### src/hdl/word_tokenizer_unit_defines.svh
// Assertion macros for the word tokenizer unit.
// Each macro checks an implication on the rising clock edge and is
// disabled while reset is active.
`ifndef WORD_TOKENIZER_UNIT_DEFINES_SVH
`define WORD_TOKENIZER_UNIT_DEFINES_SVH

`ifndef SYNTHESIS

// Same-cycle implication
`define WTOK_ASSERT_SAME(lbl, clk, rst_n, ante, cons) \
    lbl: assert property (@(posedge clk) disable iff (!rst_n) (ante) |-> (cons)) \
        else $error("word tokenizer check failed");

// Next-cycle implication
`define WTOK_ASSERT_NEXT(lbl, clk, rst_n, ante, cons) \
    lbl: assert property (@(posedge clk) disable iff (!rst_n) (ante) |=> (cons)) \
        else $error("word tokenizer check failed");

`else

`define WTOK_ASSERT_SAME(lbl, clk, rst_n, ante, cons)
`define WTOK_ASSERT_NEXT(lbl, clk, rst_n, ante, cons)

`endif

`endif

### src/hdl/wtok_pkg.sv
package wtok_pkg;

    // Character and register widths
    localparam int CHAR_W    = 8;
    localparam int MIN_LEN_W = 6;

    // Minimum token length after reset
    localparam logic [MIN_LEN_W-1:0] MIN_LEN_RESET = 6'd2;

    // ASCII codes used for classification
    localparam logic [CHAR_W-1:0] CH_UPPER_A = 8'h41;
    localparam logic [CHAR_W-1:0] CH_UPPER_Z = 8'h5A;
    localparam logic [CHAR_W-1:0] CH_LOWER_A = 8'h61;
    localparam logic [CHAR_W-1:0] CH_LOWER_Z = 8'h7A;
    localparam logic [CHAR_W-1:0] CH_DIGIT_0 = 8'h30;
    localparam logic [CHAR_W-1:0] CH_DIGIT_9 = 8'h39;
    localparam logic [CHAR_W-1:0] CH_APOS    = 8'h27;

    // Setting this bit turns an upper-case letter into lower case
    localparam logic [CHAR_W-1:0] CASE_BIT   = 8'h20;

endpackage

### src/hdl/wtok_front.sv
`include "word_tokenizer_unit_defines.svh"

module wtok_front #(
    parameter int MAX_TOKEN = 32,
    parameter int LEN_W     = $clog2(MAX_TOKEN + 1),
    parameter int IDX_W     = (MAX_TOKEN > 1) ? $clog2(MAX_TOKEN) : 1
) (
    input  logic                                clk,
    input  logic                                rst_n,
    // configuration
    input  logic                                cfg_we,
    input  logic [wtok_pkg::MIN_LEN_W-1:0]      cfg_wdata,
    // byte input
    input  logic                                s_tvalid,
    output logic                                s_tready,
    input  logic [wtok_pkg::CHAR_W-1:0]         s_tdata,
    input  logic                                s_tlast,
    // token queue
    input  logic                                q_full,
    output logic                                push,
    output logic [LEN_W-1:0]                    push_len,
    // character buffer write port
    output logic                                mem_we,
    output logic [IDX_W:0]                      mem_waddr,
    output logic [wtok_pkg::CHAR_W-1:0]         mem_wdata
);

    localparam int CMP_W = (LEN_W > wtok_pkg::MIN_LEN_W) ? LEN_W : wtok_pkg::MIN_LEN_W;

    logic [wtok_pkg::MIN_LEN_W-1:0] min_len_reg;
    logic [LEN_W-1:0]               cnt_reg, cnt_next;
    logic [LEN_W-1:0]               kept_reg, kept_next;
    logic                           nondig_reg, nondig_next;
    logic                           wr_sel_reg, wr_sel_next;

    logic                           is_upper, is_lower, is_digit, is_apos;
    logic                           joins, has_room, stores, closes, passes, accept;
    logic [LEN_W-1:0]               cnt_inc, cnt_a, kept_a;
    logic                           nondig_a;
    logic [CMP_W-1:0]               min_cmp, cnt_cmp, kept_cmp;

    // Length register
    always_ff @(posedge clk or negedge rst_n)
    begin
        if (!rst_n)
        begin
            min_len_reg <= wtok_pkg::MIN_LEN_RESET;
        end
        else if (cfg_we)
        begin
            min_len_reg <= cfg_wdata;
        end
    end

    // Byte classification
    always_comb
    begin
        is_upper = (s_tdata >= wtok_pkg::CH_UPPER_A) && (s_tdata <= wtok_pkg::CH_UPPER_Z);
        is_lower = (s_tdata >= wtok_pkg::CH_LOWER_A) && (s_tdata <= wtok_pkg::CH_LOWER_Z);
        is_digit = (s_tdata >= wtok_pkg::CH_DIGIT_0) && (s_tdata <= wtok_pkg::CH_DIGIT_9);
        is_apos  = (s_tdata == wtok_pkg::CH_APOS);
        joins    = is_upper || is_lower || is_digit || (is_apos && (cnt_reg != '0));
        has_room = (cnt_reg < LEN_W'(MAX_TOKEN));
        stores   = joins && has_room;
        accept   = s_tvalid && s_tready;
    end

    // Token state after the byte joins, then the close decision
    always_comb
    begin
        cnt_inc  = cnt_reg + LEN_W'(1);
        cnt_a    = stores ? cnt_inc : cnt_reg;
        kept_a   = (stores && !is_apos) ? cnt_inc : kept_reg;
        nondig_a = nondig_reg || (stores && !is_digit);
        closes   = !joins || s_tlast;
        min_cmp  = CMP_W'(min_len_reg);
        cnt_cmp  = CMP_W'(cnt_a);
        kept_cmp = CMP_W'(kept_a);
        passes   = closes && nondig_a && (cnt_cmp >= min_cmp) && (kept_cmp >= min_cmp);
    end

    // Outputs toward queue and buffer
    assign s_tready  = !q_full;
    assign push      = accept && passes;
    assign push_len  = kept_a;
    assign mem_we    = accept && stores;
    assign mem_waddr = {wr_sel_reg, cnt_reg[IDX_W-1:0]};
    assign mem_wdata = is_upper ? (s_tdata | wtok_pkg::CASE_BIT) : s_tdata;

    // Next token state
    always_comb
    begin
        cnt_next    = cnt_reg;
        kept_next   = kept_reg;
        nondig_next = nondig_reg;
        wr_sel_next = wr_sel_reg ^ push;
        if (accept)
        begin
            if (closes)
            begin
                cnt_next    = '0;
                kept_next   = '0;
                nondig_next = 1'b0;
            end
            else
            begin
                cnt_next    = cnt_a;
                kept_next   = kept_a;
                nondig_next = nondig_a;
            end
        end
    end

    always_ff @(posedge clk or negedge rst_n)
    begin
        if (!rst_n)
        begin
            cnt_reg    <= '0;
            kept_reg   <= '0;
            nondig_reg <= 1'b0;
            wr_sel_reg <= 1'b0;
        end
        else
        begin
            cnt_reg    <= cnt_next;
            kept_reg   <= kept_next;
            nondig_reg <= nondig_next;
            wr_sel_reg <= wr_sel_next;
        end
    end

    // Stripped length never exceeds the stored length
    `WTOK_ASSERT_SAME(a_kept_le_cnt, clk, rst_n, 1'b1, kept_reg <= cnt_reg)
    // A closed token restarts empty
    `WTOK_ASSERT_NEXT(a_close_clears, clk, rst_n, accept && closes, (cnt_reg == '0) && !nondig_reg)

endmodule

### src/hdl/wtok_queue.sv
module wtok_queue #(
    parameter int LEN_W = 6
) (
    input  logic             clk,
    input  logic             rst_n,
    input  logic             push,
    input  logic [LEN_W-1:0] push_len,
    output logic             full,
    output logic             valid,
    output logic [LEN_W-1:0] head_len,
    input  logic             pop
);

    // Two-entry queue of token lengths, one entry per token buffer
    logic [LEN_W-1:0] len_reg [2];
    logic [1:0]       count_reg, count_next;
    logic             wp_reg, rp_reg;

    assign full     = (count_reg == 2'd2);
    assign valid    = (count_reg != 2'd0);
    assign head_len = len_reg[rp_reg];

    always_comb
    begin
        count_next = count_reg;
        if (push && !pop)
        begin
            count_next = count_reg + 2'd1;
        end
        else if (pop && !push)
        begin
            count_next = count_reg - 2'd1;
        end
    end

    // Pointers and fill count
    always_ff @(posedge clk or negedge rst_n)
    begin
        if (!rst_n)
        begin
            count_reg <= 2'd0;
            wp_reg    <= 1'b0;
            rp_reg    <= 1'b0;
        end
        else
        begin
            count_reg <= count_next;
            wp_reg    <= wp_reg ^ push;
            rp_reg    <= rp_reg ^ pop;
        end
    end

    // Entry storage
    always_ff @(posedge clk)
    begin
        if (push)
        begin
            len_reg[wp_reg] <= push_len;
        end
    end

endmodule

### src/hdl/wtok_back.sv
`include "word_tokenizer_unit_defines.svh"

module wtok_back #(
    parameter int MAX_TOKEN = 32,
    parameter int LEN_W     = $clog2(MAX_TOKEN + 1),
    parameter int IDX_W     = (MAX_TOKEN > 1) ? $clog2(MAX_TOKEN) : 1
) (
    input  logic                        clk,
    input  logic                        rst_n,
    // character buffer write port
    input  logic                        mem_we,
    input  logic [IDX_W:0]              mem_waddr,
    input  logic [wtok_pkg::CHAR_W-1:0] mem_wdata,
    // token queue head
    input  logic                        q_valid,
    input  logic [LEN_W-1:0]            q_len,
    output logic                        q_pop,
    // character output
    output logic                        m_tvalid,
    input  logic                        m_tready,
    output logic [wtok_pkg::CHAR_W-1:0] m_tdata,
    output logic                        m_tlast
);

    localparam int DEPTH = 2 * (2 ** IDX_W);

    // Two token buffers, selected by the top address bit
    logic [wtok_pkg::CHAR_W-1:0] mem [DEPTH];
    logic [wtok_pkg::CHAR_W-1:0] rd_data_reg;
    logic [wtok_pkg::CHAR_W-1:0] out_data_reg;

    logic [IDX_W-1:0] rd_idx_reg, rd_idx_next;
    logic             rd_sel_reg, rd_sel_next;
    logic             s1_valid_reg, s1_valid_next;
    logic             s1_last_reg, s1_last_next;
    logic             out_valid_reg, out_valid_next;
    logic             out_last_reg;

    logic             out_load, s1_free, issue, issue_last;
    logic [LEN_W-1:0] idx_ext;

    // Pipeline control: read issue, read data stage, output register
    always_comb
    begin
        out_load   = s1_valid_reg && (!out_valid_reg || m_tready);
        s1_free    = !s1_valid_reg || out_load;
        issue      = q_valid && s1_free;
        idx_ext    = LEN_W'(rd_idx_reg);
        issue_last = (idx_ext + LEN_W'(1)) == q_len;
        q_pop      = issue && issue_last;
    end

    always_comb
    begin
        rd_idx_next    = rd_idx_reg;
        rd_sel_next    = rd_sel_reg;
        s1_valid_next  = issue || (s1_valid_reg && !out_load);
        s1_last_next   = issue ? issue_last : s1_last_reg;
        out_valid_next = out_load || (out_valid_reg && !m_tready);
        if (issue)
        begin
            if (issue_last)
            begin
                rd_idx_next = '0;
                rd_sel_next = !rd_sel_reg;
            end
            else
            begin
                rd_idx_next = rd_idx_reg + IDX_W'(1);
            end
        end
    end

    always_ff @(posedge clk or negedge rst_n)
    begin
        if (!rst_n)
        begin
            rd_idx_reg    <= '0;
            rd_sel_reg    <= 1'b0;
            s1_valid_reg  <= 1'b0;
            s1_last_reg   <= 1'b0;
            out_valid_reg <= 1'b0;
            out_last_reg  <= 1'b0;
        end
        else
        begin
            rd_idx_reg    <= rd_idx_next;
            rd_sel_reg    <= rd_sel_next;
            s1_valid_reg  <= s1_valid_next;
            s1_last_reg   <= s1_last_next;
            out_valid_reg <= out_valid_next;
            if (out_load)
            begin
                out_last_reg <= s1_last_reg;
            end
        end
    end

    // Buffer memory, registered read
    always_ff @(posedge clk)
    begin
        if (mem_we)
        begin
            mem[mem_waddr] <= mem_wdata;
        end
        if (issue)
        begin
            rd_data_reg <= mem[{rd_sel_reg, rd_idx_reg}];
        end
    end

    // Output data register
    always_ff @(posedge clk)
    begin
        if (out_load)
        begin
            out_data_reg <= rd_data_reg;
        end
    end

    assign m_tvalid = out_valid_reg;
    assign m_tdata  = out_data_reg;
    assign m_tlast  = out_last_reg;

    // Read index stays inside the token at the queue head
    `WTOK_ASSERT_SAME(a_idx_in_token, clk, rst_n, q_valid, idx_ext < q_len)
    // A token leaves the queue only from the read stage it feeds
    `WTOK_ASSERT_NEXT(a_pop_marks_last, clk, rst_n, q_pop, s1_valid_reg && s1_last_reg)

endmodule

### src/hdl/word_tokenizer_unit.sv
// Channel   | Group      | Payload (low bit first)                | Notes
// ----------+------------+----------------------------------------+-----------------------
// text in   | s_t*       | tdata: text_byte[7:0]; tlast: end_of_text | one byte per transfer
// token out | m_t*       | tdata: token_char[7:0]; tlast: token_last | one char per transfer
// config    | cfg_we/... | cfg_wdata: min_length[5:0]             | write when idle only
//
// A byte is taken each cycle while fewer than two finished tokens wait to be sent;
// the two token buffers behind a two-entry length queue set this limit.
// Characters leave one per cycle while m_tready is high, through a read stage and an
// output register; a closed token passes the length queue and both before it is seen.
// Reset (rst_n, asynchronous, active low) empties the token, the queue and the
// output; min_length returns to 2. No clearing pass is needed.
module word_tokenizer_unit #(
    parameter int MAX_TOKEN = 32
) (
    input  logic       clk,
    input  logic       rst_n,
    input  logic       cfg_we,
    input  logic [5:0] cfg_wdata,   // min_length[5:0]
    input  logic       s_tvalid,
    output logic       s_tready,
    input  logic [7:0] s_tdata,     // text_byte[7:0]
    input  logic       s_tlast,     // end_of_text
    output logic       m_tvalid,
    input  logic       m_tready,
    output logic [7:0] m_tdata,     // token_char[7:0]
    output logic       m_tlast      // token_last
);

    localparam int LEN_W = $clog2(MAX_TOKEN + 1);
    localparam int IDX_W = (MAX_TOKEN > 1) ? $clog2(MAX_TOKEN) : 1;

    logic                        push, q_full, q_valid, q_pop;
    logic [LEN_W-1:0]            push_len, q_len;
    logic                        mem_we;
    logic [IDX_W:0]              mem_waddr;
    logic [wtok_pkg::CHAR_W-1:0] mem_wdata;

    // Classifier and token builder
    wtok_front #(
        .MAX_TOKEN (MAX_TOKEN),
        .LEN_W     (LEN_W),
        .IDX_W     (IDX_W)
    ) u_front (
        .clk       (clk),
        .rst_n     (rst_n),
        .cfg_we    (cfg_we),
        .cfg_wdata (cfg_wdata),
        .s_tvalid  (s_tvalid),
        .s_tready  (s_tready),
        .s_tdata   (s_tdata),
        .s_tlast   (s_tlast),
        .q_full    (q_full),
        .push      (push),
        .push_len  (push_len),
        .mem_we    (mem_we),
        .mem_waddr (mem_waddr),
        .mem_wdata (mem_wdata)
    );

    // Finished-token queue
    wtok_queue #(
        .LEN_W (LEN_W)
    ) u_queue (
        .clk      (clk),
        .rst_n    (rst_n),
        .push     (push),
        .push_len (push_len),
        .full     (q_full),
        .valid    (q_valid),
        .head_len (q_len),
        .pop      (q_pop)
    );

    // Buffer and character emitter
    wtok_back #(
        .MAX_TOKEN (MAX_TOKEN),
        .LEN_W     (LEN_W),
        .IDX_W     (IDX_W)
    ) u_back (
        .clk       (clk),
        .rst_n     (rst_n),
        .mem_we    (mem_we),
        .mem_waddr (mem_waddr),
        .mem_wdata (mem_wdata),
        .q_valid   (q_valid),
        .q_len     (q_len),
        .q_pop     (q_pop),
        .m_tvalid  (m_tvalid),
        .m_tready  (m_tready),
        .m_tdata   (m_tdata),
        .m_tlast   (m_tlast)
    );

endmodule

### config.mk
export PLATFORM = sky130hd
export DESIGN_NAME = word_tokenizer_unit
export DESIGN_NICKNAME = d
export VERILOG_FILES = /design/src/hdl/wtok_pkg.sv /design/src/hdl/wtok_front.sv /design/src/hdl/wtok_queue.sv /design/src/hdl/wtok_back.sv /design/src/hdl/word_tokenizer_unit.sv
export VERILOG_INCLUDE_DIRS = /design/src /design/src/hdl
export SDC_FILE = /design/constraint.sdc
export NUM_CORES = 1
export LEC_CHECK = 0
export ABC_CLOCK_PERIOD_IN_PS = 5200
export BUFFER_PORTS_ARGS = -buffer_cell sky130_fd_sc_hd__buf_2
export CORE_AREA = 2 2 242 244
export CTS_CLUSTER_DIAMETER = 80
export DETAILED_ROUTE_END_ITERATION = 8
export DIE_AREA = 0 0 244 246
export PLACE_DENSITY = 0.63
export SETUP_SLACK_MARGIN = 0.4
export SLEW_MARGIN = 20
export SYNTH_ARGS = -nofsm -noshare
export SYNTH_HDL_FRONTEND = slang
export SYNTH_SLANG_ARGS = --single-unit
### constraint.sdc
create_clock -name clk -period 5.2 [get_ports clk]
set_input_delay 0.52 -clock clk [delete_from_list [all_inputs] [get_ports clk]]
set_output_delay 0.52 -clock clk [all_outputs]
set_load 0.1 [all_outputs]
Yosys cells after proc, flatten, opt, wreduce, memory -nomap -nowiden
Memories as Yosys holds them, arrays and structs flattened. A register that Yosys moved wholly into a read port is not among the register bits.
Index checks and enable logic that the tools add are counted.
Cells by class
  bitwise operators: 3
  reduce and logical (&&, ||, !) cells: 44
  mux-type cells: 13
  equality and inequality tests: 3
  magnitude comparators: 9
  add/subtract/negate cells: 5
Operators with widths (number)
  6-bit 2-to-1 mux: 5
  1-bit logical AND: 20
  8-bit by 7-bit greater-or-equal comparator with 1-bit output (second input constant): 2
  8-bit by 7-bit <= comparator with 1-bit output (second input constant): 2
  6-bit greater-or-equal comparator: 2
  1-bit logical NOT: 11
  1-bit logical OR: 9
  8-bit by 6-bit == test with 1-bit output (second input constant): 1
  8-bit by 6-bit greater-or-equal comparator with 1-bit output (second input constant): 1
  8-bit by 6-bit <= comparator with 1-bit output (second input constant): 1
  5-bit by 1-bit adder with 6-bit output (second input constant): 1
  6-bit by 1-bit adder with 6-bit output (second input constant): 1
  6-bit == test: 1
  6-bit < comparator (second input constant): 1
  6-bit nonzero test: 1
  5-bit by 1-bit adder with 5-bit output (second input constant): 1
  1-bit 2-to-1 mux: 5
  5-bit 2-to-1 mux: 1
  2-bit 2-to-1 mux: 2
  2-bit nonzero test: 2
  1-bit bitwise XOR: 3
  2-bit by 1-bit adder with 2-bit output (second input constant): 1
  2-bit == test (second input constant): 1
  2-bit AND reduction: 1
  2-bit by 1-bit subtractor with 2-bit output (second input constant): 1
Word-level totals
  output and inout bits: 11
  logic and storage cells: 94
  memory bits (writable): 524
  memories: 2
  bits in registers: 42
  input port bits: 20
Memories
  u_back.mem: depth 64, bits a word 8, rd ports 1, clocked after Yosys merged registers in 1, write ports 1, line wtok_back.sv:28  | logic [wtok_pkg::CHAR_W-1:0] mem [DEPTH];
  u_queue.len_reg: depth 2, bits a word 6, rd ports 1, clocked after Yosys merged registers in 0, write ports 1, line wtok_queue.sv:15  | logic [LEN_W-1:0] len_reg [2];

Depth between registers and ports, before layout
  depth in word-level cells: 16
  gate-level depth with buffers: 19
  mapped depth without buffers: 17

Cells and area by module
A second synthesis with hierarchy kept.
Unflattened totals
  cell total of the unflattened synthesis: 1215
  area, all modules: 23332.4 µm²
Modules (own cells, without submodules)
  wtok_back: area each 21099.0 µm², cells an instance 1002, instances 1, sequential area each 16105.4 µm²
  wtok_front: area each 1597.8 µm², cells an instance 177, instances 1, sequential area each 501.7 µm²
  wtok_queue: area each 635.6 µm², cells an instance 36, instances 1, sequential area each 460.4 µm²

Worst setup path after synthesis
Ideal clock, no wire load.
  kind: input port to flip-flop
  start: in s_tdata[2]
  end: reg u_queue.count_reg[1]
  path slack: 1.565 ns
  arrival time: 3.556 ns
  path buffers: 0
  library setup time: 0.079 ns
  stages: 14
  data required time: 5.121 ns
  cell sequence: or4_1 > nor2_2 > o21ai_0 > nand3_2 > mux2_2 > ha_1 > a21oi_1 > a21oi_1 > a2111oi_0 > nor4b_2 > ha_1 > xor2_1 > nor2_1 > xor2_1
Between the ends
  elaborated cells between the ends (all ways): 35
  classes of those cells: order compare: 8; eq/ne: 1; mux: 3; reduce/logical: 23
RTL lines
  from (decl): line word_tokenizer_unit.sv:22  | input logic [7:0] s_tdata,
  8-bit by 7-bit greater-or-equal comparator with 1-bit output (tied with other cells): line wtok_front.sv:58  | is_upper = (s_tdata >= wtok_pkg::CH_UPPER_A) && (s_tdata <= wtok_pkg::CH_UPPER_Z);
  1-bit logical AND (on tied branches): line wtok_front.sv:58, wtok_front.sv:59
  1-bit logical OR (3 in series): line wtok_front.sv:62  | joins = is_upper || is_lower || is_digit || (is_apos && (cnt_reg != '0));
  1-bit logical AND: line wtok_front.sv:64  | stores = joins && has_room;
  1-bit logical AND *: line wtok_front.sv:73  | kept_a = (stores && !is_apos) ? cnt_inc : kept_reg;
  6-bit 2-to-1 mux *: line wtok_front.sv:73
  via push_len[2]: line word_tokenizer_unit.sv:34  | logic [LEN_W-1:0] push_len, q_len;
  6-bit greater-or-equal comparator *: line wtok_front.sv:79  | passes = closes && nondig_a && (cnt_cmp >= min_cmp) && (kept_cmp >= min_cmp);
  1-bit logical AND *: line wtok_front.sv:79
  1-bit logical AND *: line wtok_front.sv:84  | assign push = accept && passes;
  1-bit logical NOT: line wtok_queue.sv:30  | else if (pop && !push)
  1-bit logical AND: line wtok_queue.sv:30
  2-bit nonzero test (no line)
  to (signal assigned): line wtok_queue.sv:47  | count_reg <= count_next;
  to (decl): line wtok_queue.sv:16  | logic [1:0] count_reg, count_next;
The timed path passes the listed nets; every way through them passes the cells marked *.
A chain may end at the register's enable or synchronous reset.

Final worst setup path
  start: reg u_front.cnt_reg[2]
  end: mem u_queue.len_reg[1][2], enable pin
Between the ends
  cells in the longest elaborated chain, start to end: 12
  elaborated cells between the ends (all ways): 21
  classes of those cells: add/sub: 1; order compare: 3; mux: 4; reduce/logical: 13
RTL lines
  from (decl): line wtok_front.sv:31  | logic [LEN_W-1:0] cnt_reg, cnt_next;
  from (signal assigned): line wtok_front.sv:125  | cnt_reg <= cnt_next;
  branches (longest 8 deep; another with 6-bit < comparator)
  1-bit logical AND *: line wtok_front.sv:79
  1-bit logical AND *: line wtok_front.sv:84
  1-bit 2-to-1 mux *: line wtok_queue.sv:56  | if (push)
  1-bit 2-to-1 mux (implied by the code) *: line wtok_queue.sv:58  | len_reg[wp_reg] <= push_len;
  to (decl): line wtok_queue.sv:15
Every way passes the cells marked *.

==> results_dict.tcl <==
set metrics [dict create \
    diodes 0 \
    syn_avg_cell_area_um2 20.9 \
    power.leakage_nw 8.21 \
    maxCapViolations 0 \
    final_core_util_pct 45.1 \
    power.density_mw_per_mm2 485 \
    rows 88 \
    numCtsBuffers 56 \
    synth_cells 1091 \
    largest_reg_flops 512 \
    ys_ff_latch 574 \
    drive_above_1_share_pct 28.0 \
    cts_buffer_depth 3 \
    ys_warn_count 0 \
    via_per_inst 5.48 \
    die_x_um 244 \
    ys_types 56 \
    clock-sinks 574 \
    outcome "finished clean" \
    final_nets 1201 \
    clock_power_share_pct 32.1 \
    synth-main-ff-cell "edfxtp_1" \
    core_region_area_mm2 0.0574 \
    ctsResizeCount 0 \
    dr.pass1.iters 5 \
    cp_data_required_time_ps 5480 \
    dieArea_mm2 0.0600 \
    grt_max_degree 65 \
    synth_nets 1129 \
    synth_area_mm2 0.0228 \
    clk_pin_slew_worst_paths_ps 60 \
    drt_iter0_drc 929 \
    tritoncts "yes" \
    post-route-min-period_ps 4190 \
    grt_pass1_wl_um 75500 \
    async_reset_ff_share_pct 5.92 \
    arrival_ps 4470 \
    p_int_mw 8.96 \
    ir_drop_mv 0.477 \
    gp_congestion 0.800 \
    cts_hold_buffers 0 \
    clkLatencyLatePin_ps 620 \
    hpwlAfterDp_um 30900 \
    setup_viol_count_final 0 \
    routed_wl_um 50300 \
    skew_ps 17.5 \
    finalSetupTns_ps 0 \
    slew_headroom_pct 35.4 \
    syn_to_final_growth_pct 13.3 \
    die_h_um 246 \
    htreeDepth 2 \
    switchingPower_mw 3.58 \
    first_global_vias 11200 \
    fillCellCount 4798 \
    fin_crit_sh_pct 80.5 \
    synth-edff-count 540 \
    final_common_cell "edfxtp_1" \
    synth-seq-area-share_pct 74.8 \
    wl_per_cell_um 25.5 \
    pin_count 31 \
    grt.total_usage_pct 17.2 \
    ant_nets 0 \
    end_kind "flip-flop" \
    start_kind "flip-flop" \
    final_hold_viol_count 0 \
    root_buffer "clkbuf_16" \
    gr-total-overflow 0 \
    final_cell_mix "540 x edfxtp_1, 160 x mux4_2, 79 x nor2_1" \
    switching_share_pct 28.6 \
    hp-class "in -> async" \
    start_util_pct 39.8 \
    power_frac_seq_pct 43.8 \
    antenna_found_initial 3 \
    drcViolationCount 0 \
    vias 10800 \
    p_comb_share_pct 24.1 \
    port-buffer-count 30 \
    max_freq_mhz 239 \
    worst_pin_slew_ps 965 \
    criticalPathCategory "reg -> reg" \
    slew_viol_final 0 \
    post_cts_buffers 0 \
    path_max_fanout 16 \
    rsz0062_at_grt "no" \
]
worst paths after layout:
kind / startpoint / to / slack (ps) / cells after the start
setup / recovery: u_front.cnt_reg[2]$_DFFE_PN0P_ / u_queue.len_reg[1][2]$_DFFE_PP_ / 1010 / 12
hold / removal: rst_n / u_front.min_cmp[0]$_DFFE_PN0P_ / 6 / 1
setup reg to reg: u_front.cnt_reg[2]$_DFFE_PN0P_ / u_queue.len_reg[1][2]$_DFFE_PP_ / 1010 / 12
hold reg to reg: u_back.rd_data_reg[3]$_DFFE_PP_ / u_back.m_tdata[3]$_DFFE_PP_ / 420 / 0
max in group asynchronous: rst_n / u_back.rd_idx_reg[0]$_DFFE_PN0P_ / 4580 / 1
min in group clk: cfg_wdata[5] / u_front.min_cmp[5]$_DFFE_PN0P_ / 130 / 3
cell families after synthesis:
logic type | Yosys count | synth area share (%)
flip-flops | 574 | 74.8
multiplexers | 174 | 16.5
AND/OR/NAND/NOR | 169 | 3.48
buffers and inverters | 70 | 1.36
AO/OA/AOI/OAI | 64 | 2.02
XOR/XNOR | 22 | 0.845
adder cells (fa/ha/maj) | 18 | 0.988
worst max-delay path, stage by stage, from the launching register on:
cell and delay (ps):
dfrtp_1 550, or4_1 600, o2111ai_2 230, o211ai_4 210, and2_0 340, xnor2_1 170
ha_1 270, nand2b_1 90, a2111oi_0 90, o21ai_0 180, o221ai_1 150, nor4b_2 540
ha_1 410
cells in the mapped netlist (9+ instances only):
cell type | number | area share, %
xnor2_1 | 13 | 0.50
nand2_1 | 35 | 0.58
o21ai_0 | 18 | 0.40
edfxtp_1 | 540 | 71
dfrtp_1 | 33 | 3.6
clkbuf_1 | 22 | 0.36
ha_1 | 18 | 0.99
nand3_1 | 14 | 0.31
buf_2 | 10 | 0.22
mux4_2 | 160 | 16
inv_1 | 13 | 0.21
nor2_1 | 79 | 1.3
a22oi_1 | 16 | 0.53
xor2_1 | 9 | 0.35
buf_1 | 17 | 0.28
per-stage QoR:
| step | setup slack [ps] | total power [mW] | area [um2] | instances | hold slack, ps |
|---|---|---|---|---|---|
| floorplan | 1560 | 7.77 | 22800 | 1091 | 224 |
| global placement | 1030 | 8.64 | 24000 | 1870 | 406 |
| detailed placement | 924 | 8.67 | 24000 | 1870 | 407 |
| CTS | 1020 | 12.7 | 25800 | 1972 | 11.6 |
| global route | 642 | 13.0 | 25800 | 1972 | 54.8 |
| finish | 1010 | 12.5 | 25800 | 1972 | 5.63 |
power by group through the flow:
stage	combinational (mW)	sequential (mW)	clock, mW
finish	3.02	5.49	4.03
global route	3.21	5.53	4.28
floorplan	2.14	5.63	0
global placement	3.05	5.59	0
CTS	3.08	5.51	4.10
detailed placement	3.07	5.60	0
layout make-up:
class | count | area [um2] | area share, %
Timing Repair Buffer | 70 | 500 | 1.94
Tap cell | 765 | 957 | 3.70
Clock buffer | 67 | 1470 | 5.70
Multi-Input combinational cell | 447 | 5440 | 21.0
Clock inverter | 35 | 348 | 1.35
Sequential cell | 574 | 17100 | 66.1
Inverter | 14 | 52.6 | 0.203
metal layers:
| metal | vias up | wire length (um) | GRT usage [%] | part of all wire (%) |
|---|---|---|---|---|
| met1 | 5741 | 21000 | 23.3 | 42 |
| met2 | 357 | 24800 | 28.1 | 49 |
| met5 | - | 22 | 0 | 0.044 |
| met3 | 72 | 3240 | 3.62 | 6.4 |
| met4 | 4 | 1290 | 5.15 | 2.6 |
| li1 | 4626 | - | - | - |
(Power assumes the default switching activity.)
